`config.mk`:
```
export PLATFORM = sky130hd
export DESIGN_NAME = blob_nearest_track_match_core
export DESIGN_NICKNAME = d
export VERILOG_FILES = /design/src/rtl/bntm_pkg.sv /design/src/rtl/bntm_datapath.sv /design/src/rtl/bntm_ctrl.sv /design/src/rtl/blob_nearest_track_match_core.sv
export SDC_FILE = /design/constraint.sdc
export NUM_CORES = 2
export LEC_CHECK = 0
export BUFFER_PORTS_ARGS = -buffer_cell sky130_fd_sc_hd__buf_2
export CAP_MARGIN = 25
export CORE_ASPECT_RATIO = 0.8
export CORE_MARGIN = 3
export CORE_UTILIZATION = 50
export DETAILED_ROUTE_END_ITERATION = 6
export PLACE_DENSITY = 0.69
export SYNTH_ARGS = -nofsm -noshare
export SYNTH_HDL_FRONTEND = slang
export SYNTH_SLANG_ARGS = --single-unit
```
`constraint.sdc`:
```
create_clock -name i_clk -period 18.5 [get_ports i_clk]
set_input_delay 0.925 -clock i_clk [delete_from_list [all_inputs] [get_ports i_clk]]
set_output_delay 0.925 -clock i_clk [all_outputs]
set_load 0.01 [all_outputs]
```
`src/rtl/bntm_pkg.sv`:
```
package bntm_pkg;

    localparam int MAX_TRACKS_DEF = 64;
    localparam logic [7:0] MISS_LIMIT_RST = 8'd5;
    localparam logic [7:0] GATE_PCT_RST = 8'd115;

    localparam logic [0:0] CFG_MISS_LIMIT = 1'b0;
    localparam logic [0:0] CFG_GATE_PCT = 1'b1;

    localparam logic [1:0] ST_MATCHED = 2'd0;
    localparam logic [1:0] ST_NEW = 2'd1;
    localparam logic [1:0] ST_FULL = 2'd2;
    localparam logic [1:0] ST_CLOSED = 2'd3;

    // controller to datapath commands
    typedef struct packed {
        logic load;       // capture request
        logic scan_rd;    // issue scan read at index
        logic scan_eval;  // evaluate registered read data
        logic gate_mul1;  // first gate product
        logic gate_mul2;  // second gate products
        logic finish_blob;
        logic age_rd;
        logic age_eval;
        logic finish_eof;
        logic out_load;
    } t_cmd;

    // datapath to controller status
    typedef struct packed {
        logic is_eof;
        logic scan_last;
        logic age_last;
        logic empty;
    } t_sts;

endpackage

```
`src/rtl/bntm_datapath.sv`:
```
module bntm_datapath
    import bntm_pkg::*;
#(
    parameter int MAX_TRACKS = MAX_TRACKS_DEF
) (
    input  logic        i_clk,
    input  logic        i_rst_n,
    input  t_cmd        i_cmd,
    output t_sts        o_sts,
    input  logic        i_cfg_we,
    input  logic [0:0]  i_cfg_idx,
    input  logic [7:0]  i_cfg_data,
    input  logic        i_command,
    input  logic [11:0] i_center_x,
    input  logic [11:0] i_center_y,
    input  logic [12:0] i_diagonal,
    input  logic [3:0]  i_color_class,
    output logic [1:0]  o_status,
    output logic [5:0]  o_slot,
    output logic [6:0]  o_track_count
);

    localparam int IW = $clog2(MAX_TRACKS);
    localparam int CW = $clog2(MAX_TRACKS + 1);

    // track memory, one word per entry
    localparam int EW = 12 + 12 + 4 + 8 + 1;
    logic [EW-1:0] mem [MAX_TRACKS];
    logic [EW-1:0] r_rd;
    logic          mem_we;
    logic [IW-1:0] mem_wa;
    logic [EW-1:0] mem_wd;
    logic [IW-1:0] mem_ra;

    logic [7:0]  r_miss_limit, r_gate_pct;
    logic        r_cmd;
    logic [11:0] r_x, r_y;
    logic [12:0] r_diag;
    logic [3:0]  r_cls;
    logic [CW-1:0] r_used, r_idx, r_wr;
    logic        r_await, r_init;
    logic        r_found;
    logic [IW-1:0] r_best;
    logic [24:0] r_best_d2;
    logic [15:0] r_gsq;
    logic [49:0] r_lhs, r_rhs;
    logic [1:0]  r_status;
    logic [5:0]  r_slot;
    logic [6:0]  r_cnt;

    // read data fields
    logic [11:0] rd_x, rd_y;
    logic [3:0]  rd_cls;
    logic [7:0]  rd_miss;
    logic        rd_hit;
    assign {rd_x, rd_y, rd_cls, rd_miss, rd_hit} = r_rd;

    // distance of current entry
    logic signed [12:0] dx, dy;
    logic signed [25:0] dx_w, dy_w;
    logic [24:0] d2;
    assign dx = $signed({1'b0, r_x}) - $signed({1'b0, rd_x});
    assign dy = $signed({1'b0, r_y}) - $signed({1'b0, rd_y});
    assign dx_w = dx;
    assign dy_w = dy;
    assign d2 = 25'(dx_w * dx_w + dy_w * dy_w);

    // aging of current entry
    logic [7:0] aged;
    logic       keep;
    assign aged = (!rd_hit && rd_miss != 8'hff) ? rd_miss + 8'd1 : rd_miss;
    assign keep = aged < r_miss_limit;

    logic [IW-1:0] idx_i;
    assign idx_i = r_idx[IW-1:0];
    logic match;
    assign match = r_found && (r_lhs < r_rhs);
    logic full;
    assign full = r_used == CW'(MAX_TRACKS);

    // class of a matched track equals the blob class
    logic [3:0] rd_cls_best;
    assign rd_cls_best = r_cls;

    assign mem_ra = idx_i;

    always_comb begin
        mem_we = 1'b0;
        mem_wa = r_best;
        mem_wd = {r_x, r_y, r_cls, 8'd0, 1'b1};
        if (i_cmd.finish_blob) begin
            if (match) begin
                mem_we = 1'b1;
                mem_wd = {r_x, r_y, rd_cls_best, 8'd0, 1'b1};
            end else if (!full) begin
                mem_we = 1'b1;
                mem_wa = r_used[IW-1:0];
                mem_wd = {r_x, r_y, r_cls, 8'd0, !r_init};
            end
        end else if (i_cmd.age_eval && keep && !r_init) begin
            // an initial frame leaves the table untouched
            mem_we = 1'b1;
            mem_wa = r_wr[IW-1:0];
            mem_wd = {rd_x, rd_y, rd_cls, aged, 1'b0};
        end
    end

    // memory
    always_ff @(posedge i_clk) begin
        if (mem_we) begin
            mem[mem_wa] <= mem_wd;
        end
        r_rd <= mem[mem_ra];
    end

    // configuration
    always_ff @(posedge i_clk) begin
        if (!i_rst_n) begin
            r_miss_limit <= MISS_LIMIT_RST;
            r_gate_pct <= GATE_PCT_RST;
        end else if (i_cfg_we) begin
            if (i_cfg_idx == CFG_MISS_LIMIT) r_miss_limit <= i_cfg_data;
            else r_gate_pct <= i_cfg_data;
        end
    end

    // request capture
    always_ff @(posedge i_clk) begin
        if (i_cmd.load) begin
            r_cmd <= i_command;
            r_x <= i_center_x;
            r_y <= i_center_y;
            r_diag <= i_diagonal;
            r_cls <= i_color_class;
        end
    end

    // scan, gate and aging datapath
    // index of entry whose data is in r_rd during scan_eval is r_idx-1
    always_ff @(posedge i_clk) begin
        if (!i_rst_n) begin
            r_used <= '0;
            r_await <= 1'b1;
            r_init <= 1'b1;
            r_idx <= '0;
            r_wr <= '0;
            r_found <= 1'b0;
        end else begin
            if (i_cmd.load) begin
                r_idx <= '0;
                r_wr <= '0;
                r_found <= 1'b0;
            end
            if (i_cmd.scan_rd || i_cmd.age_rd) begin
                r_idx <= r_idx + CW'(1);
            end
            if (i_cmd.scan_eval && !r_init && rd_cls == r_cls
                && (!r_found || d2 < r_best_d2)) begin
                r_found <= 1'b1;
                r_best <= IW'(r_idx - CW'(1));
                r_best_d2 <= d2;
            end
            if (i_cmd.age_eval && keep) begin
                r_wr <= r_wr + CW'(1);
            end
            if (i_cmd.finish_blob && !match && !full) begin
                r_used <= r_used + CW'(1);
                r_await <= 1'b0;
            end
            if (i_cmd.finish_eof) begin
                if (!r_init) r_used <= r_wr;
                r_init <= r_await;
            end
        end
    end

    // gate products: gate^2, then distance term
    always_ff @(posedge i_clk) begin
        if (i_cmd.gate_mul1) begin
            r_gsq <= r_gate_pct * r_gate_pct;
        end
        if (i_cmd.gate_mul2) begin
            r_lhs <= 50'(r_best_d2) * 50'd10000;
        end
    end

    // full rhs product in two registered steps
    logic [28:0] r_gd;
    logic        r_step;
    always_ff @(posedge i_clk) begin
        if (i_cmd.gate_mul2) begin
            r_gd <= 29'(r_gsq) * 29'(r_diag);
        end
        r_step <= i_cmd.gate_mul2;
        if (r_step) begin
            r_rhs <= 50'(r_gd) * 50'(r_diag);
        end
    end

    // result register
    always_ff @(posedge i_clk) begin
        if (i_cmd.out_load) begin
            if (r_cmd) begin
                r_status <= ST_CLOSED;
                r_slot <= '0;
                r_cnt <= 7'(r_init ? r_used : r_wr);
            end else if (match) begin
                r_status <= ST_MATCHED;
                r_slot <= 6'(r_best);
                r_cnt <= 7'(r_used);
            end else if (full) begin
                r_status <= ST_FULL;
                r_slot <= '0;
                r_cnt <= 7'(r_used);
            end else begin
                r_status <= ST_NEW;
                r_slot <= 6'(r_used);
                r_cnt <= 7'(r_used + CW'(1));
            end
        end
    end

    assign o_status = r_status;
    assign o_slot = r_slot;
    assign o_track_count = r_cnt;

    assign o_sts.is_eof = r_cmd;
    assign o_sts.scan_last = r_idx >= r_used;
    assign o_sts.age_last = r_idx >= r_used;
    assign o_sts.empty = r_used == '0;

endmodule

```
`src/rtl/bntm_ctrl.sv`:
```
module bntm_ctrl
    import bntm_pkg::*;
(
    input  logic i_clk,
    input  logic i_rst_n,
    input  logic i_valid,
    output logic o_stall,
    output logic o_valid,
    input  logic i_stall,
    output t_cmd o_cmd,
    input  t_sts i_sts
);

    localparam logic [3:0] S_IDLE = 4'd0;
    localparam logic [3:0] S_DEC = 4'd1;
    localparam logic [3:0] S_SCAN = 4'd2;
    localparam logic [3:0] S_DRAIN1 = 4'd3;
    localparam logic [3:0] S_DRAIN2 = 4'd4;
    localparam logic [3:0] S_G1 = 4'd5;
    localparam logic [3:0] S_G2 = 4'd6;
    localparam logic [3:0] S_G3 = 4'd7;
    localparam logic [3:0] S_G4 = 4'd8;
    localparam logic [3:0] S_FIN = 4'd9;
    localparam logic [3:0] S_AGE = 4'd10;
    localparam logic [3:0] S_AD1 = 4'd11;
    localparam logic [3:0] S_AD2 = 4'd12;
    localparam logic [3:0] S_EFIN = 4'd13;
    localparam logic [3:0] S_OUT = 4'd14;

    logic [3:0] r_state, n_state;
    logic r_ev1, n_ev1;
    logic r_ovalid, n_ovalid;

    assign o_stall = r_state != S_IDLE;
    assign o_valid = r_ovalid;

    always_comb begin
        n_state = r_state;
        o_cmd = '0;
        n_ev1 = 1'b0;
        n_ovalid = r_ovalid && i_stall;
        case (r_state)
            S_IDLE: begin
                if (i_valid) begin
                    o_cmd.load = 1'b1;
                    n_state = S_DEC;
                end
            end
            S_DEC: n_state = i_sts.is_eof ? S_AGE : S_SCAN;
            S_SCAN: begin
                if (i_sts.scan_last) n_state = S_DRAIN1;
                else begin
                    o_cmd.scan_rd = 1'b1;
                    n_ev1 = 1'b1;
                end
            end
            S_DRAIN1: n_state = S_DRAIN2;
            S_DRAIN2: n_state = S_G1;
            S_G1: begin o_cmd.gate_mul1 = 1'b1; n_state = S_G2; end
            S_G2: begin o_cmd.gate_mul2 = 1'b1; n_state = S_G3; end
            S_G3: n_state = S_G4;
            S_G4: n_state = S_FIN;
            S_FIN: begin
                if (!r_ovalid) begin
                    o_cmd.out_load = 1'b1;
                    o_cmd.finish_blob = 1'b1;
                    n_ovalid = 1'b1;
                    n_state = S_IDLE;
                end
            end
            S_AGE: begin
                if (i_sts.age_last) n_state = S_AD1;
                else begin
                    o_cmd.age_rd = 1'b1;
                    n_ev1 = 1'b1;
                end
            end
            S_AD1: n_state = S_AD2;
            S_AD2: n_state = S_EFIN;
            S_EFIN: begin
                if (!r_ovalid) begin
                    o_cmd.out_load = 1'b1;
                    n_state = S_OUT;
                end
            end
            S_OUT: begin
                o_cmd.finish_eof = 1'b1;
                n_ovalid = 1'b1;
                n_state = S_IDLE;
            end
            default: n_state = S_IDLE;
        endcase
        // read data is valid in the cycle after the read is issued
        if (r_ev1) begin
            o_cmd.scan_eval = !i_sts.is_eof;
            o_cmd.age_eval = i_sts.is_eof;
        end
    end

    always_ff @(posedge i_clk) begin
        if (!i_rst_n) begin
            r_state <= S_IDLE;
            r_ev1 <= 1'b0;
            r_ovalid <= 1'b0;
        end else begin
            r_state <= n_state;
            r_ev1 <= n_ev1;
            r_ovalid <= n_ovalid;
        end
    end

endmodule

```
`src/rtl/blob_nearest_track_match_core.sv`:
```
// Nearest-track matcher: each blob request scans the stored tracks one per cycle
// through a track memory with one read port and one write port, and an end of frame
// runs an aging and compaction pass over the same memory. One request is in work at
// a time; the result register lets the next request be taken while the previous
// result waits. Entries above the track count are never read, so the memory needs
// no clearing after reset.
module blob_nearest_track_match_core
    import bntm_pkg::*;
#(
    parameter int MAX_TRACKS = MAX_TRACKS_DEF
) (
    input  logic        i_clk,
    input  logic        i_rst_n,
    input  logic        i_cfg_we,
    input  logic [0:0]  i_cfg_idx,
    input  logic [7:0]  i_cfg_data,
    input  logic        i_valid,
    output logic        o_stall,
    input  logic        i_command,
    input  logic [11:0] i_center_x,
    input  logic [11:0] i_center_y,
    input  logic [12:0] i_diagonal,
    input  logic [3:0]  i_color_class,
    output logic        o_valid,
    input  logic        i_stall,
    output logic [1:0]  o_status,
    output logic [5:0]  o_slot,
    output logic [6:0]  o_track_count
);

    t_cmd cmd;
    t_sts sts;

    // sequencer
    bntm_ctrl u_ctrl (
        .i_clk(i_clk), .i_rst_n(i_rst_n), .i_valid(i_valid), .o_stall(o_stall),
        .o_valid(o_valid), .i_stall(i_stall), .o_cmd(cmd), .i_sts(sts)
    );

    // track table and arithmetic
    bntm_datapath #(.MAX_TRACKS(MAX_TRACKS)) u_dp (
        .i_clk(i_clk), .i_rst_n(i_rst_n), .i_cmd(cmd), .o_sts(sts),
        .i_cfg_we(i_cfg_we), .i_cfg_idx(i_cfg_idx), .i_cfg_data(i_cfg_data),
        .i_command(i_command), .i_center_x(i_center_x), .i_center_y(i_center_y),
        .i_diagonal(i_diagonal), .i_color_class(i_color_class),
        .o_status(o_status), .o_slot(o_slot), .o_track_count(o_track_count)
    );

endmodule

```
==> summary by stage <==
Critical path
For this run, the slowest stage of the critical path takes approximately 0.74 ns. On the critical path, the stage with the largest delay is an instance of xor2_1. The startpoint identified for the worst register-to-register timing path is u_dp.r_y[0]. The critical path class is reg2reg. The critical path required time is about 19 ns. STA classifies the critical path endpoint as a flip-flop. The maximum net fanout on the critical path is 25.

The register-to-register path setup slack is 7.31 ns. The signal arrival time at the worst endpoint is 11.68 ns. The depth of the most critical reg-to-reg path is 37.

In this run the critical register-to-register path is captured at u_dp.r_best_d2[1]. The worst setup path is launched from a flip-flop. The most numerous cell on the critical path is fa_1.

Floorplan
The core region is between 200000 and 300000 um^2. The count of standard-cell rows is roughly 170. 73 I/O pins were placed. The die area is between 200000 and 300000 um^2.

The x dimension of the die is between 500 and 600 um. The initial utilization of the core area, before any placement, comes to 0.504. The vertical die dimension is between 400 and 500 um.

Drt
After detailed routing, the average wire length per cell comes to 27.5 um. The number of vias in the routed layout is about 74k. For this block, the initial DRC count from the detailed router was between 8k and 9k.

The DRC violations left is 0. The via density per instance is 5.99. The antenna violation net count after detailed routing is 0.

The sum of routed wire length over all layers is ~340000 um. The first-pass detailed-route iteration total is 6.

STA
Dividing the final minimum period by the clock period gives 0.605. Setup violations remaining at the end of the flow were counted as 0. On the final layout, the worst clock skew is about 0.070 ns.

The maximum operating frequency is approximately 0.089 GHz. The relative slew slack is 0.220. The count of pins over their slew limit was 0.

The measured slew at the worst slew-check pin is ~1.2 ns. The setup TNS after final layout is 0 ns. The routed design could run at a clock period as short as 11.19 ns. Setup repair after global routing left no endpoint under its margin. The final hold violation count is 0.

Clocking
The clock passes through at most 4 buffers. The tree built by TritonCTS fans out to approximately 2.7k sinks. The number of cells upsized or downsized after cts is 0.

The level count of the clock H-tree is 5. The clock tree from TritonCTS is built. Clock-pin slew was measured on the worst setup and hold paths at about 0.060 ns. The clock root buffer is clkbuf_16. For the worst-skew pair, the clock arrives at the later sink with an insertion delay of roughly 0.9 ns.

The hold buffer count at cts is 0. The TritonCTS buffer count is approximately 270. The post-CTS setup repair buffer count is 0.

Global routing
The first global-routing pass estimated about 510000 um of wire. The number of antenna violations at the first check in global routing is 21. The via count of the first global-routing pass is approximately 77k. For this run the aggregate overflow at the end of global routing stands at 0. Entering global routing, the biggest net connects ~140 pins. Across every metal layer, demand over resource in global routing totals 0.247.

Yosys
The number of synthesis warnings is 0. Yosys mapped a number of flops with a built-in enable equal to approximately 2.6k. The sequential element share of the synthesized area is 0.577. The register bit count reported by yosys is 2661.

The count of mapped cells out of synthesis is between 8k and 9k. The post-synth design cell area is ~140000 um^2. The synthesized area per cell is around 16 um^2. The number of distinct library cell variants in the gate-level netlist after synthesis is 87. The proportion of register bits with asynchronous set or reset after synthesis is 0. The commonest register cell after synthesis is edfxtp_1.

Hold path
The worst hold-check path type is in2reg. The startpoint of the lowest-slack hold path is i_diagonal[12]. The worst-case hold path end point is u_dp.r_diag[12]. Counting instances, the worst hold path has a depth of 1.

Placement
Routability-driven placement finished with a final weighted congestion of between 0.8 and 0.9. In this run the tool buffered the top-level ports with slightly above 70 buffer cells. Detailed placement ended at an HPWL of just over 200000 um.

Finish
The most common library cell in the layout ignoring fill and taps is edfxtp_1. Leaving out fill and tap cells, the most frequent cells in the layout are edfxtp_1, inv_1, fa_1. The fraction of final layout cells with drive strength greater than 1 is 0.181. In the final design database the tool counted ~10k nets. The area overhead of the layout relative to synthesis is 10.7%.

Run status
The run finished with clean final reports.

Job
The number of violations of the max-capacitance limit is 0.
-- metrics by stage --
step	util	cells	hold slack (ns)	setup slack, ns	instance area (um^2)
2_1_floorplan	-	8326	0.406	7.98	137000
3_3_place_gp	0.525	11868	0.432	7.42	143000
3_5_place_dp	0.525	11870	0.453	7.40	143000
4_1_cts	0.557	12348	0.223	7.41	151000
5_1_grt	0.557	12359	0.230	6.56	152000
6_report	0.557	12361	0.265	7.31	152000
-- sequential cells by signal, indices dropped and copies added (netlist names), 8 cells and up --
register / count
u_dp.r_rhs: 42
u_dp.r_lhs: 35
u_dp.r_gsq: 15
u_dp.r_diag: 13
u_dp.r_rd: 37
u_dp.r_x: 12
u_dp.r_miss_limit: 8
u_dp.r_y: 12
u_dp.mem: 2368
u_dp.r_best_d2: 25
u_dp.r_gd: 29
u_dp.r_gate_pct: 8
-- how the worst max path moves through the flow --
stage                      from                 to  cells past startpoint
floorplan           u_dp.r_x[0]     u_dp.r_best[0]                     38
global placement    u_dp.r_x[0]  u_dp.r_best_d2[3]                     39
CTS                 u_dp.r_y[0]  u_dp.r_best_d2[4]                     37
detailed placement  u_dp.r_y[0]  u_dp.r_best_d2[5]                     37
global route        u_dp.r_y[0]  u_dp.r_best_d2[6]                     37
finish              u_dp.r_y[0]  u_dp.r_best_d2[1]                     37
-- worst max-delay path: cells and delay by family (launching register included) --
family	cells	cell delay, ns
simple gates	5	1.04
buf+inv	6	1.31
fa+ha+maj	11	4.58
xor+xnor	2	0.94
flops	1	0.35
compound gates	13	2.61
-- routing by layer --
layer | routed length (um) | global-route usage | part of all wire
met1 | 140000 | 0.366 | 0.41
met2 | 156000 | 0.377 | 0.46
met3 | 35700 | 0.0546 | 0.11
met4 | 7870 | 0.0565 | 0.023
met5 | 50 | 0 | 0.00015
-- cells by family after synthesis --
logic type               Yosys count  synth area share
AO/OA/AOI/OAI                    529            0.0256
XOR/XNOR                         180            0.0116
adder cells (fa/ha/maj)         1355             0.171
buffers and inverters           1409            0.0389
flip-flops                      2661             0.577
multiplexers                     786             0.128
other                              2         0.0000548
AND/OR/NAND/NOR                 1401            0.0475
-- layout make-up --
type,count,area [um^2]
clock buffer,354,7410
tap,3633,4550
antenna,3,7.51
timing repair buffer,268,2040
multi-input combinational,4256,53400
inverter,1062,3990
sequential,2661,79100
clock inverter,124,1170
fill,20790,120000
-- Yosys cell counts (all sizes together) (5+ instances only) --
cell type	count	area [um^2]
a2111oi	5	43.8
a211o	7	61.3
a211oi	24	180
a21o	72	541
a21oi	146	734
a221oi	5	50.0
a31o	5	43.8
a31oi	19	161
and2	227	1420
and3	27	169
buf	62	267
clkbuf	285	1070
clkinv	5	18.8
dfxtp	84	1680
edfxtp	2577	77400
fa	857	17200
ha	498	6230
inv	1057	3970
mux2	5	56.3
mux4	777	17500
nand2	625	2350
nand2b	23	144
nand3	50	250
nand4	14	87.6
nand4b	5	43.8
nor2	258	971
nor2b	31	194
nor3	78	400
nor4	18	165
o2111ai	11	114
o211ai	22	165
o21a	34	255
o21ai	113	573
o21bai	18	135
o22ai	5	31.3
o31ai	5	37.5
or2	12	75.1
or3	15	93.8
or3b	6	52.6
xnor2	139	1220
xor2	41	359
Power is not shown: default switching activity piles up to over one toggle a cycle in this logic, so the estimate is an artifact.
